--- src/sv/lrd_pkg.sv ---
// shared types and codes for the log record deframer
// no dependencies; compile before every other file
package lrd_pkg;

    // one transaction on the byte channel
    typedef struct packed {
        logic       kind;
        logic [7:0] data_byte;
    } in_item_t;

    // one transaction on the result channel
    typedef struct packed {
        logic [3:0]  byte_role;
        logic [7:0]  byte_out;
        logic [2:0]  status;
        logic [7:0]  op_code;
        logic [63:0] time_stamp;
        logic [31:0] key_length;
        logic [31:0] value_length;
        logic [31:0] recovered_count;
        logic        corrupted_flag;
    } out_item_t;

    // parse phases, numbered to match the byte role codes
    typedef enum logic [3:0] {
        PH_SIZE  = 4'd0,
        PH_OP    = 4'd1,
        PH_STAMP = 4'd2,
        PH_KLEN  = 4'd3,
        PH_KEY   = 4'd4,
        PH_VLEN  = 4'd5,
        PH_VAL   = 4'd6,
        PH_SPARE = 4'd7,
        PH_CRC   = 4'd8
    } phase_t;

    localparam logic [3:0] ROLE_IGNORED = 4'd9;

    localparam logic KIND_BYTE = 1'b0;
    localparam logic KIND_END  = 1'b1;

    localparam logic [2:0] ST_BUSY      = 3'd0;
    localparam logic [2:0] ST_ACCEPTED  = 3'd1;
    localparam logic [2:0] ST_CLEAN_END = 3'd2;
    localparam logic [2:0] ST_TRUNCATED = 3'd3;
    localparam logic [2:0] ST_CRC_BAD   = 3'd4;
    localparam logic [2:0] ST_MALFORMED = 3'd5;

    localparam logic [31:0] CRC_POLY = 32'hEDB88320;
    localparam logic [31:0] CRC_ONES = 32'hFFFFFFFF;

    localparam logic [3:0] SIZE_BYTES  = 4'd4;
    localparam logic [3:0] STAMP_BYTES = 4'd8;
    localparam logic [3:0] LEN_BYTES   = 4'd4;
    localparam logic [3:0] CRC_BYTES   = 4'd4;

endpackage

--- src/sv/lrd_crc_byte.sv ---
// one byte step of reflected crc-32 (poly 0xEDB88320)
// depends on lrd_pkg
module lrd_crc_byte (
    input  logic [31:0] crc_in,
    input  logic [7:0]  data_in,
    output logic [31:0] crc_out
);
    import lrd_pkg::*;

    logic [31:0] c;

    // eight shift-and-xor steps on the low byte, then fold in the rest
    always_comb
    begin
        c = {24'd0, crc_in[7:0] ^ data_in};
        for (int i = 0; i < 8; i++)
        begin
            c = (c >> 1) ^ (c[0] ? CRC_POLY : 32'd0);
        end
        crc_out = c ^ (crc_in >> 8);
    end

endmodule

--- src/sv/lrd_parser.sv ---
// entry parser: framing state, length checks, crc verdict and counters
// depends on lrd_pkg and lrd_crc_byte
module lrd_parser (
    input  logic              clk,
    input  logic              rst_n,
    input  logic              step,
    input  lrd_pkg::in_item_t item,
    output lrd_pkg::out_item_t result
);
    import lrd_pkg::*;

    phase_t      phase_reg, phase_next, rec_next;
    logic [3:0]  fbc_reg, fbc_next, fbc_inc;
    logic [31:0] length_reg, length_next, length_shift;
    logic [31:0] remain_reg, remain_next, remain_dec;
    logic [31:0] count_reg, count_next, count_dec;
    logic [31:0] crc_reg, crc_next, crc_step;
    logic [31:0] stored_reg, stored_next, stored_shift;
    logic [7:0]  opcode_reg, opcode_next;
    logic [63:0] stamp_reg, stamp_next, stamp_shift;
    logic [31:0] key_len_reg, key_len_next, key_shift;
    logic [31:0] val_len_reg, val_len_next, val_shift;
    logic        malformed_reg, malformed_next;
    logic        stopped_reg, stopped_next;
    logic [31:0] total_reg, total_next;
    logic        corrupt_reg, corrupt_next;
    logic [3:0]  role;
    logic [2:0]  status;
    logic        accepted;
    logic [7:0]  b;

    assign b = item.data_byte;

    lrd_crc_byte u_crc (
        .crc_in  (crc_reg),
        .data_in (b),
        .crc_out (crc_step)
    );

    // shifted field values and counters
    assign fbc_inc      = fbc_reg + 4'd1;
    assign remain_dec   = remain_reg - 32'd1;
    assign count_dec    = count_reg - 32'd1;
    assign length_shift = {length_reg[23:0], b};
    assign stored_shift = {stored_reg[23:0], b};
    assign stamp_shift  = {stamp_reg[55:0], b};
    assign key_shift    = {key_len_reg[23:0], b};
    assign val_shift    = {val_len_reg[23:0], b};

    // next state and result for one transaction
    always_comb
    begin
        phase_next     = phase_reg;
        rec_next       = phase_reg;
        fbc_next       = fbc_reg;
        length_next    = length_reg;
        remain_next    = remain_reg;
        count_next     = count_reg;
        crc_next       = crc_reg;
        stored_next    = stored_reg;
        opcode_next    = opcode_reg;
        stamp_next     = stamp_reg;
        key_len_next   = key_len_reg;
        val_len_next   = val_len_reg;
        malformed_next = malformed_reg;
        stopped_next   = stopped_reg;
        total_next     = total_reg;
        corrupt_next   = corrupt_reg;
        role           = ROLE_IGNORED;
        status         = ST_BUSY;
        accepted       = 1'b0;

        if (step && !stopped_reg)
        begin
            if (item.kind == KIND_END)
            begin
                // end of stream: clean whenever in the size phase, even partway through a size header
                if (phase_reg == PH_SIZE)
                begin
                    status = ST_CLEAN_END;
                end
                else
                begin
                    status       = ST_TRUNCATED;
                    corrupt_next = 1'b1;
                end
                stopped_next = 1'b1;
            end
            else
            begin
                unique case (phase_reg)
                    PH_SIZE:
                    begin
                        role        = PH_SIZE;
                        length_next = length_shift;
                        fbc_next    = fbc_inc;
                        if (fbc_inc >= SIZE_BYTES)
                        begin
                            fbc_next       = 4'd0;
                            remain_next    = length_shift;
                            crc_next       = CRC_ONES;
                            stored_next    = 32'd0;
                            opcode_next    = 8'd0;
                            stamp_next     = 64'd0;
                            key_len_next   = 32'd0;
                            val_len_next   = 32'd0;
                            malformed_next = 1'b0;
                            if (length_shift == 32'd0)
                            begin
                                malformed_next = 1'b1;
                                phase_next     = PH_CRC;
                            end
                            else
                            begin
                                phase_next = PH_OP;
                            end
                        end
                    end
                    PH_CRC:
                    begin
                        role        = PH_CRC;
                        stored_next = stored_shift;
                        fbc_next    = fbc_inc;
                        if (fbc_inc >= CRC_BYTES)
                        begin
                            fbc_next = 4'd0;
                            if ((crc_reg ^ CRC_ONES) != stored_shift)
                            begin
                                status       = ST_CRC_BAD;
                                corrupt_next = 1'b1;
                                stopped_next = 1'b1;
                            end
                            else if (malformed_reg)
                            begin
                                status       = ST_MALFORMED;
                                stopped_next = 1'b1;
                            end
                            else
                            begin
                                status   = ST_ACCEPTED;
                                accepted = 1'b1;
                                if (total_reg != CRC_ONES)
                                begin
                                    total_next = total_reg + 32'd1;
                                end
                            end
                            phase_next  = PH_SIZE;
                            length_next = 32'd0;
                        end
                    end
                    default:
                    begin
                        // record byte
                        role        = phase_reg;
                        crc_next    = crc_step;
                        remain_next = remain_dec;
                        unique case (phase_reg)
                            PH_OP:
                            begin
                                opcode_next = b;
                                rec_next    = PH_STAMP;
                                fbc_next    = 4'd0;
                            end
                            PH_STAMP:
                            begin
                                stamp_next = stamp_shift;
                                fbc_next   = fbc_inc;
                                if (fbc_inc >= STAMP_BYTES)
                                begin
                                    rec_next = PH_KLEN;
                                    fbc_next = 4'd0;
                                end
                            end
                            PH_KLEN:
                            begin
                                key_len_next = key_shift;
                                fbc_next     = fbc_inc;
                                if (fbc_inc >= LEN_BYTES)
                                begin
                                    fbc_next = 4'd0;
                                    if (key_shift > remain_dec)
                                    begin
                                        malformed_next = 1'b1;
                                        rec_next       = PH_SPARE;
                                    end
                                    else if (key_shift != 32'd0)
                                    begin
                                        rec_next   = PH_KEY;
                                        count_next = key_shift;
                                    end
                                    else
                                    begin
                                        rec_next = PH_VLEN;
                                    end
                                end
                            end
                            PH_KEY:
                            begin
                                count_next = count_dec;
                                if (count_dec == 32'd0)
                                begin
                                    rec_next = PH_VLEN;
                                end
                            end
                            PH_VLEN:
                            begin
                                val_len_next = val_shift;
                                fbc_next     = fbc_inc;
                                if (fbc_inc >= LEN_BYTES)
                                begin
                                    fbc_next = 4'd0;
                                    if (val_shift > remain_dec)
                                    begin
                                        malformed_next = 1'b1;
                                        rec_next       = PH_SPARE;
                                    end
                                    else if (val_shift != 32'd0)
                                    begin
                                        rec_next   = PH_VAL;
                                        count_next = val_shift;
                                    end
                                    else
                                    begin
                                        rec_next = PH_SPARE;
                                    end
                                end
                            end
                            PH_VAL:
                            begin
                                count_next = count_dec;
                                if (count_dec == 32'd0)
                                begin
                                    rec_next = PH_SPARE;
                                end
                            end
                            default:
                            begin
                            end
                        endcase
                        phase_next = rec_next;
                        // last record byte: move to the crc trailer
                        if (remain_dec == 32'd0)
                        begin
                            if (rec_next != PH_SPARE)
                            begin
                                malformed_next = 1'b1;
                            end
                            phase_next  = PH_CRC;
                            fbc_next    = 4'd0;
                            stored_next = 32'd0;
                        end
                    end
                endcase
            end
        end

        result.byte_role       = role;
        result.byte_out        = (item.kind == KIND_END) ? 8'd0 : b;
        result.status          = status;
        result.op_code         = accepted ? opcode_reg : 8'd0;
        result.time_stamp      = accepted ? stamp_reg : 64'd0;
        result.key_length      = accepted ? key_len_reg : 32'd0;
        result.value_length    = accepted ? val_len_reg : 32'd0;
        result.recovered_count = total_next;
        result.corrupted_flag  = corrupt_next;
    end

    // parser state registers
    always_ff @(posedge clk or negedge rst_n)
    begin
        if (!rst_n)
        begin
            phase_reg     <= PH_SIZE;
            fbc_reg       <= 4'd0;
            length_reg    <= 32'd0;
            remain_reg    <= 32'd0;
            count_reg     <= 32'd0;
            crc_reg       <= CRC_ONES;
            stored_reg    <= 32'd0;
            opcode_reg    <= 8'd0;
            stamp_reg     <= 64'd0;
            key_len_reg   <= 32'd0;
            val_len_reg   <= 32'd0;
            malformed_reg <= 1'b0;
            stopped_reg   <= 1'b0;
            total_reg     <= 32'd0;
            corrupt_reg   <= 1'b0;
        end
        else if (step)
        begin
            phase_reg     <= phase_next;
            fbc_reg       <= fbc_next;
            length_reg    <= length_next;
            remain_reg    <= remain_next;
            count_reg     <= count_next;
            crc_reg       <= crc_next;
            stored_reg    <= stored_next;
            opcode_reg    <= opcode_next;
            stamp_reg     <= stamp_next;
            key_len_reg   <= key_len_next;
            val_len_reg   <= val_len_next;
            malformed_reg <= malformed_next;
            stopped_reg   <= stopped_next;
            total_reg     <= total_next;
            corrupt_reg   <= corrupt_next;
        end
    end

endmodule

--- src/sv/log_record_deframer_crc32.sv ---
// Log record deframer with CRC-32 check.
// Byte channel (byte_valid/byte_stall/byte_item): one transaction per log
// byte (kind 0) or one end-of-stream marker (kind 1). Result channel
// (result_valid/result_stall/result_item): exactly one result per byte
// transaction, in order, carrying the byte role, the byte, the entry verdict
// and the running counters.
// A byte passes the input register, then the parser and result register.
// Throughput: one transaction per cycle while the result side does not stall;
// the parser updates its whole state from one byte through one CRC byte step
// and 32-bit length compares.
// A stall on the result side holds the result register; the input register
// takes one more transaction if it is empty, then byte_stall rises until the
// result moves on. Nothing is dropped or repeated.
// Reset (rst_n low, asynchronous) empties both registers and returns the
// parser to waiting for a size header with the CRC at all ones, the entry
// count at zero and the corrupted flag clear. After any failure verdict or
// end of stream the parser tags every byte ignored until the next reset.
// depends on lrd_pkg, lrd_parser, lrd_crc_byte
module log_record_deframer_crc32 (
    input  logic               clk,
    input  logic               rst_n,
    input  logic               byte_valid,
    output logic               byte_stall,
    input  lrd_pkg::in_item_t  byte_item,
    output logic               result_valid,
    input  logic               result_stall,
    output lrd_pkg::out_item_t result_item
);
    import lrd_pkg::*;

    logic      in_valid_reg;
    in_item_t  in_item_reg;
    logic      out_valid_reg;
    out_item_t out_item_reg;
    out_item_t parsed;
    logic      out_free;
    logic      in_free;
    logic      step;

    // pipeline flow control
    assign out_free   = !out_valid_reg || !result_stall;
    assign in_free    = !in_valid_reg || out_free;
    assign step       = in_valid_reg && out_free;
    assign byte_stall = !in_free;

    lrd_parser u_parser (
        .clk    (clk),
        .rst_n  (rst_n),
        .step   (step),
        .item   (in_item_reg),
        .result (parsed)
    );

    // input register
    always_ff @(posedge clk or negedge rst_n)
    begin
        if (!rst_n)
        begin
            in_valid_reg <= 1'b0;
        end
        else if (in_free)
        begin
            in_valid_reg <= byte_valid;
        end
    end

    always_ff @(posedge clk)
    begin
        if (in_free && byte_valid)
        begin
            in_item_reg <= byte_item;
        end
    end

    // result register
    always_ff @(posedge clk or negedge rst_n)
    begin
        if (!rst_n)
        begin
            out_valid_reg <= 1'b0;
        end
        else if (out_free)
        begin
            out_valid_reg <= in_valid_reg;
        end
    end

    always_ff @(posedge clk)
    begin
        if (step)
        begin
            out_item_reg <= parsed;
        end
    end

    assign result_valid = out_valid_reg;
    assign result_item  = out_item_reg;

endmodule
--- config.mk ---
export PLATFORM = sky130hd
export DESIGN_NAME = log_record_deframer_crc32
export DESIGN_NICKNAME = d
export VERILOG_FILES = /design/src/sv/lrd_pkg.sv /design/src/sv/lrd_crc_byte.sv /design/src/sv/lrd_parser.sv /design/src/sv/log_record_deframer_crc32.sv
export SDC_FILE = /design/constraint.sdc
export NUM_CORES = 1
export LEC_CHECK = 0
export ABC_AREA = 1
export BUFFER_PORTS_ARGS = -buffer_cell sky130_fd_sc_hd__buf_4
export CORE_UTILIZATION = 65
export DETAILED_ROUTE_END_ITERATION = 7
export PLACE_DENSITY = 0.95
export SYNTH_ARGS = -nofsm -noshare
export SYNTH_HDL_FRONTEND = slang
export SYNTH_SLANG_ARGS = --single-unit
--- constraint.sdc ---
create_clock -name clk -period 25.5 [get_ports clk]
set_input_delay 5.1 -clock clk [delete_from_list [all_inputs] [get_ports clk]]
set_output_delay 5.1 -clock clk [all_outputs]
set_load 0.02 [all_outputs]
# Word level (Yosys, flattened, before mapping)

Index checks and enable logic that the tools add are counted.

Register bits after elaboration: 518
Input bits: 13

$add $sub $neg: 4
Magnitude comparators: 4
Equality and inequality tests: 18
Mux-type cells: 97
Bitwise operators: 15
Reductions and logical operators: 42

Operators by type and width:

| kind                    | number |
|---|---|
| $mux W32                | 26 |
| $pmux W32 S2            | 4 |
| $xor A31 B32 Y32        | 7 |
| $mux W64                | 2 |
| $pmux W64 S2            | 1 |
| $logic_not A32 Y1       | 3 |
| $pmux W24 S2            | 2 |
| $pmux W32 S3            | 1 |
| $mux W4                 | 18 |
| $gt A32 B32 Y1          | 2 |
| $reduce_bool A32 Y1     | 2 |
| $sub A32 B1 Y32 const B | 2 |
| $add A32 B1 Y32 const B | 1 |
| $ne A32 B32 Y1          | 1 |
| $ne A32 B32 Y1 const B  | 1 |
| $not A32 Y32            | 1 |
| $xor A32 B24 Y32        | 1 |
| $xor A7 B32 Y32         | 1 |
| $mux W1                 | 28 |
| $reduce_and A5 Y1       | 5 |
| $mux W24                | 1 |
| $pmux W4 S6             | 1 |
| $reduce_and A6 Y1       | 4 |
| $mux W8                 | 2 |
| 27 further kinds        | 63 |

# Depth between registers and ports, before layout

Word-level depth: 19
Depth in mapped cells: 31
Gate-level depth less buffers: 31

# By module

From an unflattened synthesis, not the netlist that was laid out.

Cells, all modules: 2756
Area total of the unflattened synthesis: 25557.0 µm²

By module, submodules not included:

| module                    | instances | cells each | area an instance (µm²) |
|---|---|---|---|
| lrd_parser                | 1         | 2367       | 18492.7 |
| log_record_deframer_crc32 | 1         | 205        | 5890.6 |
| lrd_crc_byte              | 1         | 184        | 1173.6 |

# Least setup slack after synthesis

No wires, ideal clock.

Kind: input-to-reg
Start: in result_stall
End: reg out_item_reg, in the netlist result_item[17], data pin
Library setup time: 0.262 ns
Data arrival time: 15.293 ns
Required time: 25.238 ns
Setup slack: 9.945 ns
Cell stages on the path: 16
Path buffers: 0
Cell sequence: nand2_1 > inv_1 > nor2_1 > inv_1 > nor2_1 > inv_2 > nor2_4 > inv_2 > nor3_2 > o21ai_1 > nor2_2 > nand2_2 > nor2_2 > nand3_1 > nor2_2 > xor2_1

RTL lines:

| element                | line                            | text |
|---|---|---|
| start: declaration     | log_record_deframer_crc32.sv:26 | `input logic result_stall,` |
| end signal: assignment | log_record_deframer_crc32.sv:92 | `out_item_reg <= parsed;` |
| end: declaration       | log_record_deframer_crc32.sv:34 | `out_item_t out_item_reg;` |

# Worst setup path after layout

Start: in result_stall
End: out byte_stall

Word-level cells in the longest chain between the ends: 4

RTL lines:

| element            | line                            | text |
|---|---|---|
| $logic_not A1 Y1   | log_record_deframer_crc32.sv:41 | `assign out_free = !out_valid_reg \|\| !result_stall;` |
| $logic_or A1 B1 Y1 | log_record_deframer_crc32.sv:41 |  |
| $logic_or A1 B1 Y1 | log_record_deframer_crc32.sv:42 | `assign in_free = !in_valid_reg \|\| out_free;` |
| $logic_not A1 Y1   | log_record_deframer_crc32.sv:44 | `assign byte_stall = !in_free;` |
| end: declaration   | log_record_deframer_crc32.sv:23 | `output logic byte_stall,` |

No other way between the ends.

==> results.md <==
- The number of input and output port buffers inserted is 198.
- The worst flop-to-flop path endpoint is u_parser.count_reg[27].
- The final cycle utilization of the critical path is 41.7%.
- The met2 layer usage reported by global route is 58.5%.
- For this run, global-route usage on met1 was measured as 48.3%.
- The maximum clock frequency is 94.0 MHz.
- Measured in cells, the most critical reg-to-reg path has a length of 25.
- STA classifies the critical path endpoint as an output port.
- The routed wire length is 71.7 mm.
- The pin count of the biggest net entering global routing is 119.
- The worst hold path begins at u_parser.crc_reg[2].
- After technology mapping, the gate count stands at 2,655.
- The clock passes through at most 3 buffers.
- The synthesis warning total is 0.
- The tool flagged a number of max-cap violations equal to 0.
- The worst hold path was traced through 2 stages.
- For the worst setup path, the data required time is 20.40 ns.
- The die area is 39,400 um^2.
- The total grt overflow is 0.
- The vertical die dimension is 199 um.
- After synthesis, the mean cell area works out to 9.46 um^2.
- The total of flip-flops plus latches after synthesis is between 500 and 600.
- The max-slew violation count is 0.
- The clock sink count is 518.
- Of the cells placed in the final design, the portion with a size suffix greater than 1 is a little over an eighth.
- The most used flip-flop cell after synthesis is sky130_fd_sc_hd__dfrtp_1.
- The detailed router placed between 20,000 and 25,000 vias in this run.
- The number of DRC violations after detailed-routing iteration 0 is 2,843.
- At the pin with the least slew margin, the transition time is 1.24 ns.
- The clock latency on the worst-skew pair is 0.63 ns.
- The worst path needs between 10 and 15 ns of the cycle, external delays included.
- The total standard cell area after synthesis is 25,100 um^2.
- The share of power burned in the clock network is 43.3%.
- Once layout is done, the placed cells without fillers occupy 28,800 um^2.
- The min-delay analysis places its worst path in the category flop to flop.
- The total clock buffers created by CTS is 52.
- The final estimated routing congestion in global placement is just under 1.
- The flow ran to the end, but the final reports show violations.
- After synthesis, flip-flops and latches occupy 55.6% of the total area.
- The max-slew headroom at the worst pin is about 17%.
- After routing, the total negative slack on setup checks comes to 0 ns.
- The worst hold path terminates at u_parser.crc_reg[2].
- Of all nets on the critical path, the largest fanout is 3.
- Dividing the detail-routed via count by the number of cells gives 6.18.
- The worst setup slack for register-to-register paths is 20.25 ns.
- The sequential share of power is around 50%.
- The cell chosen for the clock root is sky130_fd_sc_hd__clkbuf_16.
- The critical path startpoint is result_stall.
- The beginning of the worst register-to-register path is u_parser.remain_reg[14].
- In this run the most used layer during global routing was met2.
- Detailed placement ended at an HPWL of 48.5 mm.
- The first global-routing pass estimated about 110 mm of wire.
- The post-route DRC violation count is 1.
- The number of antenna violations at the first check in global routing came to 0.
- The number of nets in the layout is a little under 3,000.
- The post-place instance area is between 20,000 and 30,000 um^2.
- The via count of the first global-routing pass is 20,600.
- The synthesized net count is 2,729.
- The total iterations of the first detailed-routing run is 8.
- The worst setup path is of the primary input to output port kind.
- The distinct cell type count of the synthesized netlist is 54.
- The final reports fail on design-rule violations.
- The TritonCTS clock tree is done.
- The kind of launch point of the worst setup path is a primary input.
- For met3 alone, demand over resource in global routing was between 9 and 10%.
- The clock-pin slew on the worst setup and hold paths is 0.06 ns.
- Net switching is 23.8% of the power.
- The number of setup violations in the final report is 0.
- The clock skew is 0.0460 ns.
- The chip width is 199 um.
- The completed layout was analyzed and its total power is ~1.8 mW.
- The number of flip-flops in the largest register is 184.
- Buffers inserted to repair hold after CTS numbered 0.
- The count of cells resized by post-cts repair is 0.
- Once the floorplan was initialized, standard cells occupied 66.4% of the core.
- IR analysis of the VDD net gives a maximum drop of 0.0000578 V.
- Compared with the post-synthesis result, the final layout area differs by 14.7%.
- The count of final hold-check violations is 0.
- The H-tree was split into 2 levels.
- After detailed routing, the average wire length per cell comes to 21.2 um.
- The pre-CTS worst setup slack is 14.87 ns.
- Setup repair after global routing left no endpoint under its margin.
- The total instance count after detailed placement is 3,281.
- The row count is 71.
- The analysis attributes to net switching a power of approximately 0.44 mW.
- In this run, the combinational gates consume 7.2% of the power.
- At the worst endpoint, the arrival time is 5.53 ns.
- The synthesized design contains 193 enable-type register cells.
- Summed over all cells, the static leakage comes to approximately 14 nW.
- The worst path meets setup with 14.87 ns of slack.
- Counting flops with an async set or reset pin after synthesis yields a share of 62.7%.
- The setup fix buffers added after clock tree synthesis is 0.
- Counting the fill cells in the layout gives 2,445.
- The power per unit of standard cell area is 63.8 nW/um^2.
- The filler-free cell count of the finished design is 3,379.
- The count of boundary I/O pins is 199.
- The number of antenna diodes in the final layout is 0.
- The internal power of the cells totals between 1 and 1.5 mW.
- The region available for standard cell placement spans 37,800 um^2.
- The total routing usage reported by global routing is a little under two fifths.
- The final antenna-violating net count is 0.
## placed cells by master, fill, tap and decap left out, types with 7 or more instances in the layout
cell,instances
sky130_fd_sc_hd__clkbuf_16,53
sky130_fd_sc_hd__ha_1,61
sky130_fd_sc_hd__buf_4,213
sky130_fd_sc_hd__nor2_4,7
sky130_fd_sc_hd__nor3_1,22
sky130_fd_sc_hd__nand4_1,64
sky130_fd_sc_hd__inv_1,378
sky130_fd_sc_hd__o211ai_1,17
sky130_fd_sc_hd__o21ai_0,129
sky130_fd_sc_hd__nand2_1,402
sky130_fd_sc_hd__dfrtp_1,293
sky130_fd_sc_hd__nor2_1,328
sky130_fd_sc_hd__xor2_1,127
sky130_fd_sc_hd__nor2_2,9
sky130_fd_sc_hd__a211oi_1,7
sky130_fd_sc_hd__a21oi_1,59
sky130_fd_sc_hd__nor4_1,31
sky130_fd_sc_hd__o221ai_1,11
sky130_fd_sc_hd__clkbuf_1,14
sky130_fd_sc_hd__nand3_1,83
sky130_fd_sc_hd__o32ai_1,56
sky130_fd_sc_hd__clkbuf_8,12
sky130_fd_sc_hd__edfxtp_1,193
sky130_fd_sc_hd__xnor2_1,54
sky130_fd_sc_hd__dfstp_2,32
sky130_fd_sc_hd__o22ai_1,72
sky130_fd_sc_hd__o21ai_1,54
## kinds of logic after synthesis
kind of cell | synth area share (%)
fa+ha+maj | 3.04
xor+xnor | 6.50
compound gates | 10.2
flops | 55.6
buf+inv | 7.37
simple gates | 17.3
## layer usage
layer	up-vias	wire, um	share of wire, %
li1	9177	-	-
met1	10100	26700	37
met2	1338	33400	47
met3	284	7860	11
met4	0	3710	5.2
met5	-	0	0
## power groups by stage
stage / registers [mW] / logic (mW) / clock network, mW
2_1_floorplan: 0.962 / 0.0372 / 0
3_3_place_gp: 0.923 / 0.129 / 0
3_5_place_dp: 0.925 / 0.132 / 0
4_1_cts: 0.909 / 0.133 / 0.799
5_1_grt: 0.911 / 0.142 / 0.831
6_report: 0.910 / 0.133 / 0.797
## through the flow
stage / hold slack, ns / utilization (%)
2_1_floorplan: 0.431 / -
3_3_place_gp: 0.444 / 71.4
3_5_place_dp: 0.479 / 71.4
4_1_cts: 0.490 / 76.2
5_1_grt: 0.505 / 76.2
6_report: 0.490 / 76.2
## cells in the mapped netlist (3+ instances only)
cell type | instances | share of area (%)
sky130_fd_sc_hd__nand2_1 | 403 | 6.0
sky130_fd_sc_hd__inv_1 | 378 | 5.6
sky130_fd_sc_hd__nor2_1 | 330 | 4.9
sky130_fd_sc_hd__dfrtp_1 | 293 | 29
sky130_fd_sc_hd__edfxtp_1 | 193 | 23
sky130_fd_sc_hd__o21ai_0 | 129 | 2.6
sky130_fd_sc_hd__xor2_1 | 127 | 4.4
sky130_fd_sc_hd__nand3_1 | 83 | 1.7
sky130_fd_sc_hd__clkbuf_1 | 80 | 1.2
sky130_fd_sc_hd__o22ai_1 | 72 | 1.8
sky130_fd_sc_hd__nand4_1 | 64 | 1.6
sky130_fd_sc_hd__a21oi_1 | 62 | 1.2
sky130_fd_sc_hd__ha_1 | 61 | 3.0
sky130_fd_sc_hd__o32ai_1 | 56 | 2.0
sky130_fd_sc_hd__o21ai_1 | 54 | 1.1
sky130_fd_sc_hd__xnor2_1 | 54 | 1.9
sky130_fd_sc_hd__dfstp_2 | 32 | 3.3
sky130_fd_sc_hd__nor4_1 | 31 | 0.77
sky130_fd_sc_hd__nor3_1 | 23 | 0.46
sky130_fd_sc_hd__o211ai_1 | 17 | 0.51
sky130_fd_sc_hd__o221ai_1 | 11 | 0.38
sky130_fd_sc_hd__nor2_2 | 9 | 0.22
sky130_fd_sc_hd__buf_1 | 8 | 0.12
sky130_fd_sc_hd__a211oi_1 | 7 | 0.21
sky130_fd_sc_hd__buf_2 | 7 | 0.14
sky130_fd_sc_hd__inv_2 | 7 | 0.10
sky130_fd_sc_hd__nand3_2 | 6 | 0.24
sky130_fd_sc_hd__or2_2 | 6 | 0.15
sky130_fd_sc_hd__nand2_2 | 5 | 0.12
sky130_fd_sc_hd__nand3b_1 | 5 | 0.15
sky130_fd_sc_hd__nor2_4 | 5 | 0.22
sky130_fd_sc_hd__o21a_1 | 4 | 0.12
sky130_fd_sc_hd__buf_6 | 3 | 0.13
sky130_fd_sc_hd__xor2_2 | 3 | 0.19
## worst max-delay path, stage by stage
cell and delay, ns:
sky130_fd_sc_hd__buf_4 0.08, sky130_fd_sc_hd__nand2_1 0.07, sky130_fd_sc_hd__nor2_1 0.12, sky130_fd_sc_hd__buf_4 0.16
## worst max-delay path by stage
| stage | to | depth (start not counted) | slack [ns] |
|---|---|---|---|
| after floorplan | result_item[17] | 16 | 9.95 |
| after global placement | byte_stall | 4 | 14.86 |
| after detailed placement | byte_stall | 4 | 14.87 |
| after CTS | byte_stall | 4 | 14.87 |
| after global routing | byte_stall | 4 | 14.82 |
| final | byte_stall | 4 | 14.87 |
## area by class of cell
cell class / count / area [um^2] / area share (%)
Sequential cell: 518 / 14000 / 48.5
Multi-Input combinational cell: 1653 / 9360 / 32.5
Timing Repair Buffer: 214 / 1610 / 5.60
Clock buffer: 79 / 1540 / 5.36
Inverter: 385 / 1450 / 5.02
Tap cell: 511 / 639 / 2.22
Clock inverter: 19 / 249 / 0.864
(Power assumes the default switching activity.)
